[src/sv/bed_pkg.sv]
// package for the backslash escape decoder
// holds the phase enum, the result record and helpers; no dependencies
package bed_pkg;

    typedef enum logic [1:0] {
        PH_PLAIN = 2'd0,
        PH_ESC   = 2'd1,
        PH_HEX   = 2'd2,
        PH_OCT   = 2'd3
    } phase_t;

    localparam logic [7:0] CH_BSL   = 8'h5C;
    localparam logic [7:0] CH_X     = 8'h78;
    localparam logic [7:0] CH_N     = 8'h6E;
    localparam logic [7:0] CH_T     = 8'h74;
    localparam logic [7:0] CH_R     = 8'h72;
    localparam logic [7:0] CH_A     = 8'h61;
    localparam logic [7:0] CH_B     = 8'h62;
    localparam logic [7:0] CH_F     = 8'h66;
    localparam logic [7:0] CH_V     = 8'h76;
    localparam logic [7:0] CH_E     = 8'h65;
    localparam logic [7:0] CH_ZERO  = 8'h30;
    localparam logic [7:0] CH_SEVEN = 8'h37;
    localparam logic [7:0] CH_ONE   = 8'h31;
    localparam logic [7:0] CASE_BIT = 8'h20;

    localparam logic [7:0] CODE_LF  = 8'h0A;
    localparam logic [7:0] CODE_TAB = 8'h09;
    localparam logic [7:0] CODE_CR  = 8'h0D;
    localparam logic [7:0] CODE_BEL = 8'h07;
    localparam logic [7:0] CODE_BS  = 8'h08;
    localparam logic [7:0] CODE_FF  = 8'h0C;
    localparam logic [7:0] CODE_VT  = 8'h0B;
    localparam logic [7:0] CODE_ESC = 8'h1B;

    localparam int QDEPTH = 4;
    localparam int QAW    = $clog2(QDEPTH);

    // decoded output of one input beat
    typedef struct packed {
        logic [7:0] b0;
        logic [7:0] b1;
        logic [7:0] b2;
        logic [1:0] cnt;
        logic       done;
    } bed_rec_t;

    typedef struct packed {
        logic       valid;
        logic [3:0] value;
    } hex_t;

    function automatic hex_t hex_digit(logic [7:0] c);
        hex_t       h;
        logic [7:0] l;
        logic [7:0] d;
        l = c | CASE_BIT;
        h.valid = 1'b0;
        h.value = 4'd0;
        if (c inside {[8'h30:8'h39]}) begin
            d = c - 8'h30;
            h.valid = 1'b1;
            h.value = d[3:0];
        end else if (l inside {[8'h61:8'h66]}) begin
            d = l - 8'h57;
            h.valid = 1'b1;
            h.value = d[3:0];
        end
        return h;
    endfunction

    function automatic bed_rec_t rec_put(bed_rec_t r, logic [7:0] b);
        bed_rec_t o;
        o = r;
        case (r.cnt)
            2'd0: o.b0 = b;
            2'd1: o.b1 = b;
            2'd2: o.b2 = b;
            default: ;
        endcase
        if (r.cnt != 2'd3) begin
            o.cnt = r.cnt + 2'd1;
        end
        return o;
    endfunction

endpackage

[src/sv/bed_front.sv]
// front end: escape phase tracking and per-beat decode into a result record
// depends on bed_pkg
module bed_front (
    input  logic             aclk,
    input  logic             aresetn,
    input  logic             acc,
    input  logic [7:0]       in_byte,
    input  logic             string_end,
    output bed_pkg::bed_rec_t rec,
    output logic             push
);

    bed_pkg::phase_t ph_reg, ph_next;
    logic [7:0]      dv_reg, dv_next;
    logic [1:0]      dc_reg, dc_next;

    always_ff @(posedge aclk) begin
        if (!aresetn) begin
            ph_reg <= bed_pkg::PH_PLAIN;
            dv_reg <= 8'd0;
            dc_reg <= 2'd0;
        end else if (acc) begin
            ph_reg <= ph_next;
            dv_reg <= dv_next;
            dc_reg <= dc_next;
        end
    end

    always_comb begin
        bed_pkg::bed_rec_t r;
        bed_pkg::hex_t     h;
        logic              used;
        logic              is_oct;
        logic [7:0]        c;
        logic [7:0]        d;
        c       = in_byte;
        h       = bed_pkg::hex_digit(c);
        is_oct  = c inside {[bed_pkg::CH_ZERO:bed_pkg::CH_SEVEN]};
        d       = c - bed_pkg::CH_ZERO;
        r       = '0;
        used    = 1'b0;
        ph_next = ph_reg;
        dv_next = dv_reg;
        dc_next = dc_reg;

        case (ph_reg)
            bed_pkg::PH_HEX: begin
                if (h.valid) begin
                    dv_next = {dv_reg[3:0], h.value};
                    dc_next = dc_reg + 2'd1;
                    if (dc_next >= 2'd2) begin
                        r = bed_pkg::rec_put(r, dv_next);
                        ph_next = bed_pkg::PH_PLAIN;
                    end
                    used = 1'b1;
                end else begin
                    if (dc_reg == 2'd0) begin
                        r = bed_pkg::rec_put(r, bed_pkg::CH_BSL);
                        r = bed_pkg::rec_put(r, bed_pkg::CH_X);
                    end else begin
                        r = bed_pkg::rec_put(r, dv_reg);
                    end
                    ph_next = bed_pkg::PH_PLAIN;
                end
            end
            bed_pkg::PH_OCT: begin
                if (is_oct) begin
                    dv_next = {dv_reg[4:0], d[2:0]};
                    dc_next = dc_reg + 2'd1;
                    if (dc_next == 2'd3 || dc_next == 2'd0) begin
                        r = bed_pkg::rec_put(r, dv_next);
                        ph_next = bed_pkg::PH_PLAIN;
                    end
                    used = 1'b1;
                end else begin
                    r = bed_pkg::rec_put(r, dv_reg);
                    ph_next = bed_pkg::PH_PLAIN;
                end
            end
            default: ;
        endcase

        if (!used) begin
            if (ph_next == bed_pkg::PH_ESC) begin
                ph_next = bed_pkg::PH_PLAIN;
                case (c)
                    bed_pkg::CH_N:   r = bed_pkg::rec_put(r, bed_pkg::CODE_LF);
                    bed_pkg::CH_T:   r = bed_pkg::rec_put(r, bed_pkg::CODE_TAB);
                    bed_pkg::CH_R:   r = bed_pkg::rec_put(r, bed_pkg::CODE_CR);
                    bed_pkg::CH_A:   r = bed_pkg::rec_put(r, bed_pkg::CODE_BEL);
                    bed_pkg::CH_B:   r = bed_pkg::rec_put(r, bed_pkg::CODE_BS);
                    bed_pkg::CH_F:   r = bed_pkg::rec_put(r, bed_pkg::CODE_FF);
                    bed_pkg::CH_V:   r = bed_pkg::rec_put(r, bed_pkg::CODE_VT);
                    bed_pkg::CH_E:   r = bed_pkg::rec_put(r, bed_pkg::CODE_ESC);
                    bed_pkg::CH_BSL: r = bed_pkg::rec_put(r, bed_pkg::CH_BSL);
                    bed_pkg::CH_X: begin
                        ph_next = bed_pkg::PH_HEX;
                        dv_next = 8'd0;
                        dc_next = 2'd0;
                    end
                    bed_pkg::CH_ZERO: begin
                        ph_next = bed_pkg::PH_OCT;
                        dv_next = 8'd0;
                        dc_next = 2'd0;
                    end
                    default: begin
                        if (c inside {[bed_pkg::CH_ONE:bed_pkg::CH_SEVEN]}) begin
                            ph_next = bed_pkg::PH_OCT;
                            dv_next = {5'd0, d[2:0]};
                            dc_next = 2'd1;
                        end else begin
                            r = bed_pkg::rec_put(r, bed_pkg::CH_BSL);
                            r = bed_pkg::rec_put(r, c);
                        end
                    end
                endcase
            end else if (c == bed_pkg::CH_BSL) begin
                ph_next = bed_pkg::PH_ESC;
            end else begin
                r = bed_pkg::rec_put(r, c);
            end
        end

        // flush at string end
        if (string_end) begin
            if (ph_next == bed_pkg::PH_ESC) begin
                r = bed_pkg::rec_put(r, bed_pkg::CH_BSL);
            end else if (ph_next == bed_pkg::PH_HEX && dc_next == 2'd0) begin
                r = bed_pkg::rec_put(r, bed_pkg::CH_BSL);
                r = bed_pkg::rec_put(r, bed_pkg::CH_X);
            end else if (ph_next != bed_pkg::PH_PLAIN) begin
                r = bed_pkg::rec_put(r, dv_next);
            end
            ph_next = bed_pkg::PH_PLAIN;
            dv_next = 8'd0;
            dc_next = 2'd0;
        end

        r.done = string_end;
        rec    = r;
    end

    assign push = acc && (rec.cnt != 2'd0);

endmodule

[src/sv/bed_queue.sv]
// short record queue between the decode front and the output back end
// depends on bed_pkg
module bed_queue (
    input  logic             aclk,
    input  logic             aresetn,
    input  logic             push,
    input  bed_pkg::bed_rec_t wr_rec,
    input  logic             pop,
    output bed_pkg::bed_rec_t rd_rec,
    output logic             empty,
    output logic             full
);

    bed_pkg::bed_rec_t         mem [bed_pkg::QDEPTH];
    logic [bed_pkg::QAW-1:0]   wp_reg, wp_next;
    logic [bed_pkg::QAW-1:0]   rp_reg, rp_next;
    logic [bed_pkg::QAW:0]     cnt_reg, cnt_next;

    always_ff @(posedge aclk) begin
        if (push) begin
            mem[wp_reg] <= wr_rec;
        end
    end

    always_comb begin
        wp_next  = push ? wp_reg + 1'b1 : wp_reg;
        rp_next  = pop ? rp_reg + 1'b1 : rp_reg;
        cnt_next = cnt_reg;
        if (push && !pop) begin
            cnt_next = cnt_reg + 1'b1;
        end else if (pop && !push) begin
            cnt_next = cnt_reg - 1'b1;
        end
    end

    always_ff @(posedge aclk) begin
        if (!aresetn) begin
            wp_reg  <= '0;
            rp_reg  <= '0;
            cnt_reg <= '0;
        end else begin
            wp_reg  <= wp_next;
            rp_reg  <= rp_next;
            cnt_reg <= cnt_next;
        end
    end

    assign rd_rec = mem[rp_reg];
    assign empty  = (cnt_reg == '0);
    assign full   = (cnt_reg == (bed_pkg::QAW+1)'(bed_pkg::QDEPTH));

endmodule

[src/sv/bed_back.sv]
// back end: splits each queued record into output beats with last/done flags
// depends on bed_pkg
module bed_back (
    input  logic             aclk,
    input  logic             aresetn,
    input  bed_pkg::bed_rec_t rec,
    input  logic             empty,
    output logic             pop,
    output logic             m_valid,
    input  logic             m_ready,
    output logic [7:0]       m_out_byte,
    output logic             m_run_last,
    output logic             m_text_done
);

    logic       valid_reg, valid_next;
    logic [1:0] idx_reg, idx_next;
    logic [7:0] byte_reg, byte_next;
    logic       last_reg, last_next;
    logic       done_reg, done_next;
    logic       load;
    logic       is_last;

    always_comb begin
        load       = !empty && (!valid_reg || m_ready);
        is_last    = (idx_reg == rec.cnt - 2'd1);
        valid_next = valid_reg;
        idx_next   = idx_reg;
        byte_next  = byte_reg;
        last_next  = last_reg;
        done_next  = done_reg;
        pop        = 1'b0;
        if (load) begin
            valid_next = 1'b1;
            case (idx_reg)
                2'd0:    byte_next = rec.b0;
                2'd1:    byte_next = rec.b1;
                default: byte_next = rec.b2;
            endcase
            last_next = is_last;
            done_next = is_last && rec.done;
            if (is_last) begin
                pop      = 1'b1;
                idx_next = 2'd0;
            end else begin
                idx_next = idx_reg + 2'd1;
            end
        end else if (m_ready) begin
            valid_next = 1'b0;
        end
    end

    always_ff @(posedge aclk) begin
        if (!aresetn) begin
            valid_reg <= 1'b0;
            idx_reg   <= 2'd0;
        end else begin
            valid_reg <= valid_next;
            idx_reg   <= idx_next;
        end
    end

    always_ff @(posedge aclk) begin
        byte_reg <= byte_next;
        last_reg <= last_next;
        done_reg <= done_next;
    end

    assign m_valid     = valid_reg;
    assign m_out_byte  = byte_reg;
    assign m_run_last  = last_reg;
    assign m_text_done = done_reg;

endmodule

[src/sv/backslash_escape_decoder_unit.sv]
// backslash escape decoder, top level
// depends on bed_pkg, bed_front, bed_queue, bed_back
//
// input channel (s_): one raw text byte per beat, s_string_end on the last
// byte of a string. output channel (m_): one decoded byte per beat;
// m_run_last marks the last beat produced by an input byte, m_text_done the
// last beat of a whole string. an input byte yields zero to three beats.
// the front decodes one input beat per cycle while the queue is not full and
// writes its results as one record into a four-entry queue; the back end
// emits one beat per cycle when m_ready is high. throughput: one input
// beat per cycle while each byte yields at most one output beat and m_ready
// is high; bytes that yield two or three beats hold the output for each
// beat, and the input keeps flowing until the queue fills. s_ready depends
// only on queue occupancy, so an m_ready stall reaches the input after four
// records are waiting. reset (aresetn low, synchronous) empties the queue,
// drops the output beat and returns to plain text.
module backslash_escape_decoder_unit (
    input  logic       aclk,
    input  logic       aresetn,
    input  logic       s_valid,
    output logic       s_ready,
    input  logic [7:0] s_in_byte,
    input  logic       s_string_end,
    output logic       m_valid,
    input  logic       m_ready,
    output logic [7:0] m_out_byte,
    output logic       m_run_last,
    output logic       m_text_done
);

    bed_pkg::bed_rec_t fr_rec;
    bed_pkg::bed_rec_t q_rec;
    logic              push;
    logic              pop;
    logic              q_empty;
    logic              q_full;
    logic              acc;

    assign s_ready = !q_full;
    assign acc     = s_valid && s_ready;

    bed_front u_front (
        .aclk       (aclk),
        .aresetn    (aresetn),
        .acc        (acc),
        .in_byte    (s_in_byte),
        .string_end (s_string_end),
        .rec        (fr_rec),
        .push       (push)
    );

    bed_queue u_queue (
        .aclk    (aclk),
        .aresetn (aresetn),
        .push    (push),
        .wr_rec  (fr_rec),
        .pop     (pop),
        .rd_rec  (q_rec),
        .empty   (q_empty),
        .full    (q_full)
    );

    bed_back u_back (
        .aclk        (aclk),
        .aresetn     (aresetn),
        .rec         (q_rec),
        .empty       (q_empty),
        .pop         (pop),
        .m_valid     (m_valid),
        .m_ready     (m_ready),
        .m_out_byte  (m_out_byte),
        .m_run_last  (m_run_last),
        .m_text_done (m_text_done)
    );

endmodule
[config.mk]
export PLATFORM = sky130hd
export DESIGN_NAME = backslash_escape_decoder_unit
export DESIGN_NICKNAME = d
export VERILOG_FILES = /design/src/sv/bed_pkg.sv /design/src/sv/bed_front.sv /design/src/sv/bed_queue.sv /design/src/sv/bed_back.sv /design/src/sv/backslash_escape_decoder_unit.sv
export SDC_FILE = /design/constraint.sdc
export NUM_CORES = 1
export LEC_CHECK = 0
export ABC_AREA = 1
export BUFFER_PORTS_ARGS = -buffer_cell sky130_fd_sc_hd__buf_2
export CAP_MARGIN = 5
export CORE_MARGIN = 4
export CORE_UTILIZATION = 56
export DETAILED_ROUTE_END_ITERATION = 7
export HOLD_SLACK_MARGIN = 0.02
export PLACE_DENSITY = 0.76
export SLEW_MARGIN = 25
export SYNTH_ARGS = -nofsm -noshare
export SYNTH_HDL_FRONTEND = slang
export SYNTH_SLANG_ARGS = --single-unit
[constraint.sdc]
create_clock -name aclk -period 3.55 [get_ports aclk]
set_clock_uncertainty 0.15 [all_clocks]
set_input_delay 0.355 -clock aclk [delete_from_list [all_inputs] [get_ports aclk]]
set_output_delay 0.355 -clock aclk [all_outputs]
set_load 0.005 [all_outputs]
==> results of run 1 <==
metrics by stage:
step	util	hold WS, ps
2_1_floorplan	-	286
3_3_place_gp	0.612	303
3_5_place_dp	0.612	310
4_1_cts	0.656	99.7
5_1_grt	0.657	117
6_report	0.657	110
worst max-delay path: cells and delay by family, from the launching register on:
kind / cells / cell delay, ps
AO/OA/AOI/OAI: 2 / 190
adder cells (fa/ha/maj): 3 / 760
buffers and inverters: 5 / 520
flip-flops: 1 / 370
AND/OR/NAND/NOR: 12 / 1160
cell usage in the layout, fill, tap and decap left out, types with 13 or more instances in the layout:
cell type | netlist | final
o21ai_0 | 98 | 98
ha_1 | 13 | 13
buf_4 | 3 | 29
inv_1 | 67 | 67
dfxtp_1 | 24 | 24
nor2_1 | 106 | 102
a21oi_1 | 45 | 45
clkbuf_16 | 0 | 17
buf_2 | 5 | 24
o22ai_1 | 26 | 26
nand2_1 | 171 | 171
nand3_1 | 47 | 47
edfxtp_1 | 118 | 118
power by group:
part	internal (W)	switching (W)
clock network	0.00110	0.000671
registers	0.00208	0.0000613
logic	0.000441	0.000907
total	0.00363	0.00164
cell type report:
class / instances / area, um2 / share of cell area
clock buffers: 18 / 429 / 0.0490
repair buffers: 57 / 418 / 0.0477
multi-input cells: 607 / 3200 / 0.365
clock inverters: 14 / 166 / 0.0190
well taps: 176 / 220 / 0.0251
inverters: 80 / 308 / 0.0351
flip-flops and latches: 142 / 4020 / 0.459
what timing repair did:
| action | CTS | global route |
|---|---|---|
| setup endpoints to repair | 0 | 2 |
| hold endpoints to repair | 0 | 0 |
| gates resized for setup | 0 | 1 |
final timing paths:
check | endpoint | slack [ps] | cells past startpoint
worst max register to register | u_queue.cnt_reg[2] | 290 | 22
worst min-delay path | u_back.idx_reg[1] | 110 | 3
worst max-delay path | u_queue.cnt_reg[2] | 290 | 22
worst min register to register | u_queue.rp_reg[1] | 320 | 2
metal layers:
metal | routed length [um] | vias up | share of wire | track usage
li1 | - | 3070 | - | -
met2 | 9420 | 309 | 0.48 | 0.424
met1 | 8040 | 2908 | 0.41 | 0.343
met4 | 489 | 0 | 0.025 | 0.0874
met3 | 1510 | 42 | 0.078 | 0.0431
met5 | 0 | - | 0 | 0
kinds of logic after synthesis:
family / synth area share
adders and majority gates: 0.0238
DFF: 0.524
buffers and inverters: 0.0616
xor gates and xnor gates: 0.00114
and+or+nand+nor: 0.235
AOI/OAI and AO/OA: 0.154
==> impl_metrics.csv, run 1 <==
group,metric,value,unit
flow_run,max-cap-violations,0,
logic_synthesis,synth-seq-area-share,0.524,
setup_path,cp-start-kind,"flip-flop",
logic_synthesis,avgSynthCellArea,8.88,um2
setup_path,critPathMaxFanout,8,
routing,wl_per_cell,17.8,um
cts,hold_buffers,0,
power,p_per_area,601,mW/mm2
sta,slew_headroom,0.403,
finish,fin_cells,1094,
global_routing,antenna_found_initial,0,
power,worst_ir_drop_vdd,0.000298,V
logic_synthesis,syn-num-nets,891,
logic_synthesis,syn_inst,864,
setup_path,r2r-start,"u_front.dc_reg[0]",
cts,clkSinkCount,142,
cts,clk_pin_slew,60,ps
routing,drtIter0Drc,865,
setup_path,crit_top_cell,"nand2_1",
global_routing,grt-ovfl-total,0,
floorplan,dieArea,0.0156,mm2
finish,syn_to_final_growth,14.3,%
cts,cts_tree,"yes",
placed_design,gp_congestion,0.986,
routing,wirelength,19500,um
sta,max_freq,0.307,GHz
placed_design,pre_cts_slack,48.9,ps
finish,nFillCells,1095,
status,outcome,"finished, final reports clean",
setup_path,crit_arrival,3420,ps
logic_synthesis,synth_warnings,0,
logic_synthesis,synth_edf_count,118,
logic_synthesis,yosys.area.top_type_share,0.462,
placed_design,port_buffers,24,
routing,drc,0,
setup_path,endpoint_kind,"flip-flop",
logic_synthesis,yosysUniqueCellTypes,52,
setup_path,crit_slowest_cell,"dfxtp_1",
cts,cts-htree-levels,4,
logic_synthesis,ys_async_sr_fraction,0,
sta,final-setup-viol-count,0,
finish,diodes,0,
global_routing,grt_use_total,0.255,
setup_path,worst_ep_required_time,3710,ps
logic_synthesis,synthTopCellsByArea,"edfxtp_1 46%, nand2_1 8.4%, o21ai_0 6.4%",
placed_design,dp_hpwl,13500,um
routing,via_per_inst,5.79,
logic_synthesis,synth_common_cells,"171 x nand2_1, 118 x edfxtp_1, 106 x nor2_1",
finish,nets,932,
floorplan,fp.dieW,125,um
setup_path,slowest_delay,370,ps
floorplan,boundaryPins,25,
placed_design,dp.cells,1062,
setup_path,path_class,"flip-flop to flip-flop",
sta,period_share,0.919,
cts,clkLatencyLatePin,410,ps
floorplan,die_h,125,um
finish,largest_register_ffs,108,
logic_synthesis,yosys_register_bits,142,
logic_synthesis,synth_top_flop_cell,"edfxtp_1",
cts,post_cts_buffers,0,
floorplan,num_rows,42,
setup_path,startpoint,"u_front.dc_reg[0]",
worst_hold_path,min_path_type,"primary input to flip-flop",
power,p_total,0.00527,W
cts,cts_root_buf,"clkbuf_16",
logic_synthesis,synth_area_leader_cell,"edfxtp_1",
floorplan,core,0.0133,mm2
global_routing,grt_start_max_net_pins,43,
setup_path,crit_chain,"inv_1 > ha_1 > inv_1 > nand2_1 > nand2_1 > nand2_1 > nand2_2 > nand2_4 > inv_4 > nor2_4 > nor2_4 > nand4_4 > nand2_1 > inv_1 > ha_1 > inv_1 > fa_1 > nor2_1 > nor2_1 > nand2_1 > o21ai_0 > a21oi_1",
finish,design_area,0.00877,mm2
sta,finalMaxSlewViolations,0,
logic_synthesis,yosysMostFrequentCell,"nand2_1",
cts,cts_inserted_buffers,17,
power,power.leakage,3.45,nW
global_routing,grt_pass1_vias,6205,
sta,final.setup.worst_slack,289,ps
sta,fin_crit,3260,ps
finish,drive_gt1_frac,0.162,
global_routing,grt_pass1_wl,31900,um
routing,firstDrtPassIters,5,
routing,vias,6329,
cts,cts_buffer_depth,2,
routing,antenna_left,0,
sta,hold_viol_final,0,
logic_synthesis,synth_area,0.00767,mm2
sta,tns,0,ps
placed_design,placement.cell_area,0.00816,mm2
floorplan,start_util,0.575,
worst_hold_path,hold_path.startpoint,"aresetn",
sta,worstMarginPinSlew,892,ps
Note: power is estimated with default switching activity, not from simulation.
==> run 2, diff against run 1 <==
- ABC_AREA: 1 -> default
==> run 2 against run 1 <==
Effect of this change: global-route usage increased by 3.8 points; synthesized cell count decreased by 29%; sequential cell count unchanged; final cell count decreased by 21%; fmax decreased by 1.9%; combinational power decreased by 23%; worst hold slack got worse by 34 ps; sequential share of layout area increased by 0.42 points; die area decreased by 3.7%; synthesized area decreased by 4.0%; count of clock-buffer cells in the layout increased by 1; critical endpoint unchanged; largest cell class unchanged; highest routed layer unchanged.
==> impl_metrics.csv, run 2 <==
group,metric,value,unit
status,outcome,"finished, final reports clean",
setup_path,reg2reg_depth,14,
logic_synthesis,yosys.area.top_type_share,0.481,
setup_path,path_class,"flip-flop to flip-flop",
logic_synthesis,yosysUniqueCellTypes,74,
cts,cts_buffer_depth,2,
sta,period_share,0.937,
setup_path,critPathMaxFanout,3,
sta,worstMarginPinSlew,743,ps
global_routing,grt_pass1_wl,32500,um
finish,final_common_cell,"edfxtp_1",
placed_design,placement.cell_area,0.00809,mm2
logic_synthesis,synth_area,0.00737,mm2
global_routing,grt-ovfl-total,0,
cts,hold_buffers,0,
floorplan,start_util,0.577,
worst_hold_path,min_path_type,"primary input to flip-flop",
power,worst_ir_drop_vdd,0.000254,V
cts,clk_pin_slew,60,ps
routing,wirelength,20900,um
routing,vias,5596,
setup_path,crit_chain,"inv_1 > ha_1 > xor2_1 > nor3_1 > buf_4 > a211o_1 > o21ai_1 > a41oi_4 > ha_2 > inv_2 > fa_2 > xor2_1 > or3_1 > a21boi_1",
worst_hold_path,hold_path.startpoint,"m_ready",
placed_design,dp_hpwl,14700,um
sta,fin_crit,3330,ps
routing,drtIter0Drc,606,
worst_hold_path,worstHoldEndpoint,"u_back.m_valid",
logic_synthesis,ys_async_sr_fraction,0,
floorplan,core,0.0128,mm2
power,power.leakage,3.09,nW
setup_path,slowest_delay,380,ps
logic_synthesis,synth_area_leader_cell,"edfxtp_1",
cts,cts_inserted_buffers,17,
floorplan,num_rows,41,
logic_synthesis,synth_warnings,0,
logic_synthesis,syn_inst,611,
setup_path,reg2reg_to,"u_queue.cnt_reg[2]",
logic_synthesis,synth_common_cells,"118 x edfxtp_1, 47 x nand2_1, 32 x o21ai_0",
cts,cts_resized,0,
power,p_per_area,575,mW/mm2
logic_synthesis,syn-num-nets,638,
sta,finalMaxSlewViolations,0,
finish,finish.utilization,0.680,
power,p_seq_frac,0.433,
worst_hold_path,hold_path_depth,4,
routing,drc,0,
finish,diodes,0,
finish,drive_gt1_frac,0.258,
power,combPwrFrac,0.208,
sta,max_freq,0.301,GHz
setup_path,worst_ep_required_time,3750,ps
global_routing,grt_pass1_vias,5705,
sta,hold_viol_final,0,
finish,largest_register_ffs,108,
global_routing,grt_start_max_net_pins,28,
routing,wl_per_cell,24.0,um
cts,cts_tree,"yes",
logic_synthesis,synth_top_flop_cell,"edfxtp_1",
cts,clkSinkCount,142,
finish,nets,711,
finish,final_cell_mix,"118 x edfxtp_1, 66 x buf_4, 47 x nand2_1, 32 x o21ai_0, 30 x nor2_1",
placed_design,gp_congestion,0.982,
cts,post_cts_buffers,0,
placed_design,port_buffers,24,
sta,final-setup-viol-count,0,
floorplan,dieArea,0.0151,mm2
floorplan,fp.dieW,123,um
logic_synthesis,synth_edf_count,118,
setup_path,crit_top_cell,"xor2_1",
routing,via_per_inst,6.44,
power,netSwitchingFraction,0.272,
finish,design_area,0.00869,mm2
power,clock_power_share,0.359,
setup_path,crit_arrival,3520,ps
setup_path,rrSetupSlack,220,ps
setup_path,cp-start-kind,"flip-flop",
sta,rsz0062_at_grt,"no",
logic_synthesis,synthTopCellsByArea,"edfxtp_1 48%, mux4_2 8.3%, dfxtp_1 6.5%",
sta,slew_headroom,0.504,
routing,antenna_left,0,
logic_synthesis,yosysMostFrequentCell,"edfxtp_1",
logic_synthesis,yosys_register_bits,142,
cts,cts-htree-levels,4,
setup_path,endpoint_kind,"flip-flop",
routing,firstDrtPassIters,6,
finish,syn_to_final_growth,17.9,%
floorplan,die_h,123,um
logic_synthesis,synth-seq-area-share,0.546,
global_routing,antenna_found_initial,0,
floorplan,boundaryPins,25,
flow_run,max-cap-violations,0,
setup_path,crit_slowest_cell,"dfxtp_1",
logic_synthesis,avgSynthCellArea,12.1,um2
power,p_int,0.00364,W
setup_path,r2r-start,"u_front.dc_reg[0]",
cts,cts_root_buf,"clkbuf_16",
global_routing,grt_use_total,0.293,
cts,clkLatencyLatePin,420,ps
power,p_switching,0.00136,W
## run 2: cell families (layout without fill, tap and decap cells)
kind of cell	count (synthesis)	in the layout	synth area share
compound gates	157	157	0.147
fa+ha+maj	14	14	0.0248
simple gates	185	185	0.135
flops	142	142	0.546
buf+inv	65	151	0.0372
xor+xnor	9	9	0.0107
mux	39	39	0.0992
## run 2: through the flow
step / total power (W) / hold slack [ps] / instances / worst slack, ps / TNS, ps
detailed placement: 0.00322 / 331 / 837 / -72.2 / -912
CTS: 0.00502 / 62.6 / 869 / 254 / 0
global route: 0.00520 / 80.4 / 869 / 22.7 / 0
finish: 0.00499 / 76.3 / 869 / 224 / 0
global placement: 0.00315 / 311 / 837 / 16.1 / 0
floorplan: 0.00286 / 304 / 611 / -97.6 / -97.6
## run 2: how the worst max path moves through the flow
stage | cells after the start | end | start
6_report | 14 | u_queue.cnt_reg[2] | u_front.dc_reg[0]
5_1_grt | 14 | u_queue.cnt_reg[2] | u_front.dc_reg[0]
4_1_cts | 14 | u_queue.cnt_reg[2] | u_front.dc_reg[0]
3_5_place_dp | 15 | u_queue.cnt_reg[2] | s_in_byte[0]
3_3_place_gp | 15 | u_queue.cnt_reg[2] | s_in_byte[1]
2_1_floorplan | 15 | u_queue.cnt_reg[2] | s_in_byte[1]
## run 2: power groups by stage
stage / logic, W / clock network [W] / registers, W
4_1_cts: 0.00105 / 0.00181 / 0.00216
5_1_grt: 0.00113 / 0.00189 / 0.00218
3_5_place_dp: 0.00103 / 0 / 0.00219
3_3_place_gp: 0.000980 / 0 / 0.00217
6_report: 0.00104 / 0.00179 / 0.00216
2_1_floorplan: 0.000699 / 0 / 0.00216
## run 2: cell type report
type	instances	area, um2
well taps	172	215
repair buffers	91	636
clock inverters	13	161
flip-flops and latches	142	4030
fillers	889	4080
multi-input cells	404	3100
clock buffers	19	443
inverters	28	113
## run 2: layer usage
layer	share of wire	track usage	vias to the layer above	wire length, um
li1	-	-	2510	-
met5	0	0	-	0
met4	0.031	0.113	0	638
met2	0.52	0.515	284	10900
met3	0.072	0.0604	45	1500
met1	0.37	0.355	2757	7830
## run 2: critical path: cells and delay by family (launching register included)
family,cells,cell delay (ps)
flops,1,380
buf+inv,3,290
xor+xnor,2,320
compound gates,4,710
fa+ha+maj,3,890
simple gates,2,520
==> run 3, diff against run 2 <==
- CORE_UTILIZATION: 56 -> 40
- PLACE_DENSITY: 0.76 -> default
==> run 3 against run 2 <==
Effect of this change: highest routed layer unchanged; fmax up 0.85%; worst hold slack worse by 8.2 ps; cell area up 2.4%; sequential cell count unchanged; core utilization down 19 points; non-clock buffer count up 9; via count down 2.0%; critical path type unchanged.
==> impl_metrics.csv, run 3 (same netlist as run 2, synthesis figures left out) <==
group,metric,value,unit
global_routing,grt_start_max_net_pins,28,
cts,cts-htree-levels,4,
setup_path,reg2reg_depth,14,
sta,final-setup-viol-count,0,
global_routing,grt_pass1_wl,31300,um
cts,hold_buffers,0,
sta,final.setup.worst_slack,252,ps
routing,antenna_left,0,
setup_path,r2r-start,"u_front.dc_reg[0]",
sta,fin_crit,3300,ps
finish,drive_gt1_frac,0.268,
sta,slew_headroom,0.576,
finish,syn_to_final_growth,20.7,%
global_routing,grt_pass1_vias,5423,
routing,via_per_inst,5.86,
placed_design,pre_cts_slack,-112,ps
power,p_per_area,567,mW/mm2
finish,final_common_cell,"edfxtp_1",
floorplan,start_util,0.409,
cts,post_cts_buffers,0,
routing,firstDrtPassIters,5,
setup_path,critPathMaxFanout,3,
setup_path,rrSetupSlack,250,ps
sta,timing.hold.ws,68.1,ps
finish,diodes,0,
cts,cts_root_buf,"clkbuf_16",
cts,cts_tree,"yes",
floorplan,die_h,144,um
setup_path,endpoint_kind,"flip-flop",
flow_run,max-cap-violations,0,
sta,hold_viol_final,0,
global_routing,grt_use_total,0.203,
routing,wl_per_cell,21.6,um
sta,rsz0062_at_grt,"no",
setup_path,crit_top_cell,"xor2_1",
setup_path,worst_ep_required_time,3750,ps
global_routing,grt-ovfl-total,0,
routing,vias,5483,
finish,final_cell_mix,"118 x edfxtp_1, 72 x buf_4, 47 x nand2_1, 32 x o21ai_0, 30 x nor2_1",
placed_design,gp_congestion,0.940,
finish,nets,720,
cts,cts_inserted_buffers,17,
global_routing,antenna_found_initial,0,
routing,drc,0,
sta,finalMaxSlewViolations,0,
setup_path,path_class,"flip-flop to flip-flop",
cts,clkSinkCount,142,
finish,largest_register_ffs,108,
cts,clk_pin_slew,60,ps
worst_hold_path,hold_path.startpoint,"m_ready",
worst_hold_path,worstHoldEndpoint,"u_back.m_valid",
setup_path,reg2reg_to,"u_queue.cnt_reg[2]",
floorplan,core,0.0180,mm2
sta,period_share,0.929,
cts,cts_buffer_depth,2,
setup_path,crit_arrival,3500,ps
floorplan,dieArea,0.0207,mm2
routing,wirelength,20200,um
placed_design,port_buffers,24,
sta,max_freq,0.303,GHz
setup_path,slowest_delay,380,ps
setup_path,cp-start-kind,"flip-flop",
power,worst_ir_drop_vdd,0.000466,V
status,outcome,"finished, final reports clean",
worst_hold_path,min_path_type,"primary input to flip-flop",
floorplan,boundaryPins,25,
cts,cts_resized,0,
routing,drtIter0Drc,460,
power,power.leakage,3.17,nW
setup_path,crit_chain,"inv_1 > ha_1 > xor2_1 > nor3_1 > buf_4 > a211o_1 > o21ai_1 > a41oi_4 > ha_2 > inv_2 > fa_2 > xor2_1 > or3_1 > a21boi_1",
setup_path,crit_slowest_cell,"dfxtp_1",
floorplan,fp.dieW,144,um
cts,clkLatencyLatePin,420,ps
placed_design,dp_hpwl,14800,um
floorplan,num_rows,49,
sta,worstMarginPinSlew,634,ps
worst_hold_path,hold_path_depth,4,
[run 3: cell count changes in the layout (fill, tap and decap cells not counted), sizes merged]
cell      previous run  this run
bufinv               3         1
clkinv               6         5
clkbuf              19        24
buf                 91       100
clkinvlp             5         3
[run 3: report_power, final]
part	total (W)	internal, W	switching (W)	leakage, nW
sequential	0.00214	0.00206	0.0000760	1.29
combinational	0.00107	0.000485	0.000582	1.58
clock	0.00184	0.00116	0.000680	0.308
total	0.00504	0.00370	0.00134	3.17
[run 3: layout make-up]
cell class,instances,area [um2]
fill,1609,9130
sequential,142,4030
multi-input combinational,404,3100
timing repair buffer,100,741
clock buffer,24,547
tap,229,287
inverter,28,113
clock inverter,8,86.3
[run 3: routing by layer]
layer  share of wire  track usage  up-vias
met4           0.022       0.0728        0
met3           0.043       0.0349       32
met2            0.49        0.333      178
met1            0.45        0.271     2742
met5               0            0        -
li1                -            -     2531
[run 3: how the worst max path moves through the flow]
stage / start / to / slack, ps
6_report: u_front.dc_reg[0] / u_queue.cnt_reg[2] / 250
5_1_grt: u_front.dc_reg[0] / u_queue.cnt_reg[2] / 110
4_1_cts: u_front.dc_reg[0] / u_queue.cnt_reg[2] / 250
3_3_place_gp: s_in_byte[1] / u_queue.cnt_reg[2] / -30
3_5_place_dp: s_in_byte[1] / u_queue.cnt_reg[2] / -110
2_1_floorplan: s_in_byte[1] / u_queue.cnt_reg[2] / -100
[run 3: worst max-delay path: cells and delay by family (launching register included)]
| family | cells | cell delay [ps] |
|---|---|---|
| XOR/XNOR | 2 | 310 |
| flip-flops | 1 | 380 |
| AND/OR/NAND/NOR | 2 | 510 |
| AO/OA/AOI/OAI | 4 | 670 |
| adder cells (fa/ha/maj) | 3 | 900 |
| buffers and inverters | 3 | 300 |
[run 3: metrics by stage]
step / std cells / TNS, ps / area (um2) / power (W) / utilization
global route: 935 / 0 / 8890 / 0.00528 / 0.493
global placement: 903 / -34.1 / 8260 / 0.00323 / 0.458
floorplan: 611 / -97.6 / 7400 / 0.00286 / -
finish: 935 / 0 / 8890 / 0.00504 / 0.493
detailed placement: 903 / -112 / 8260 / 0.00326 / 0.458
CTS: 935 / 0 / 8890 / 0.00510 / 0.493
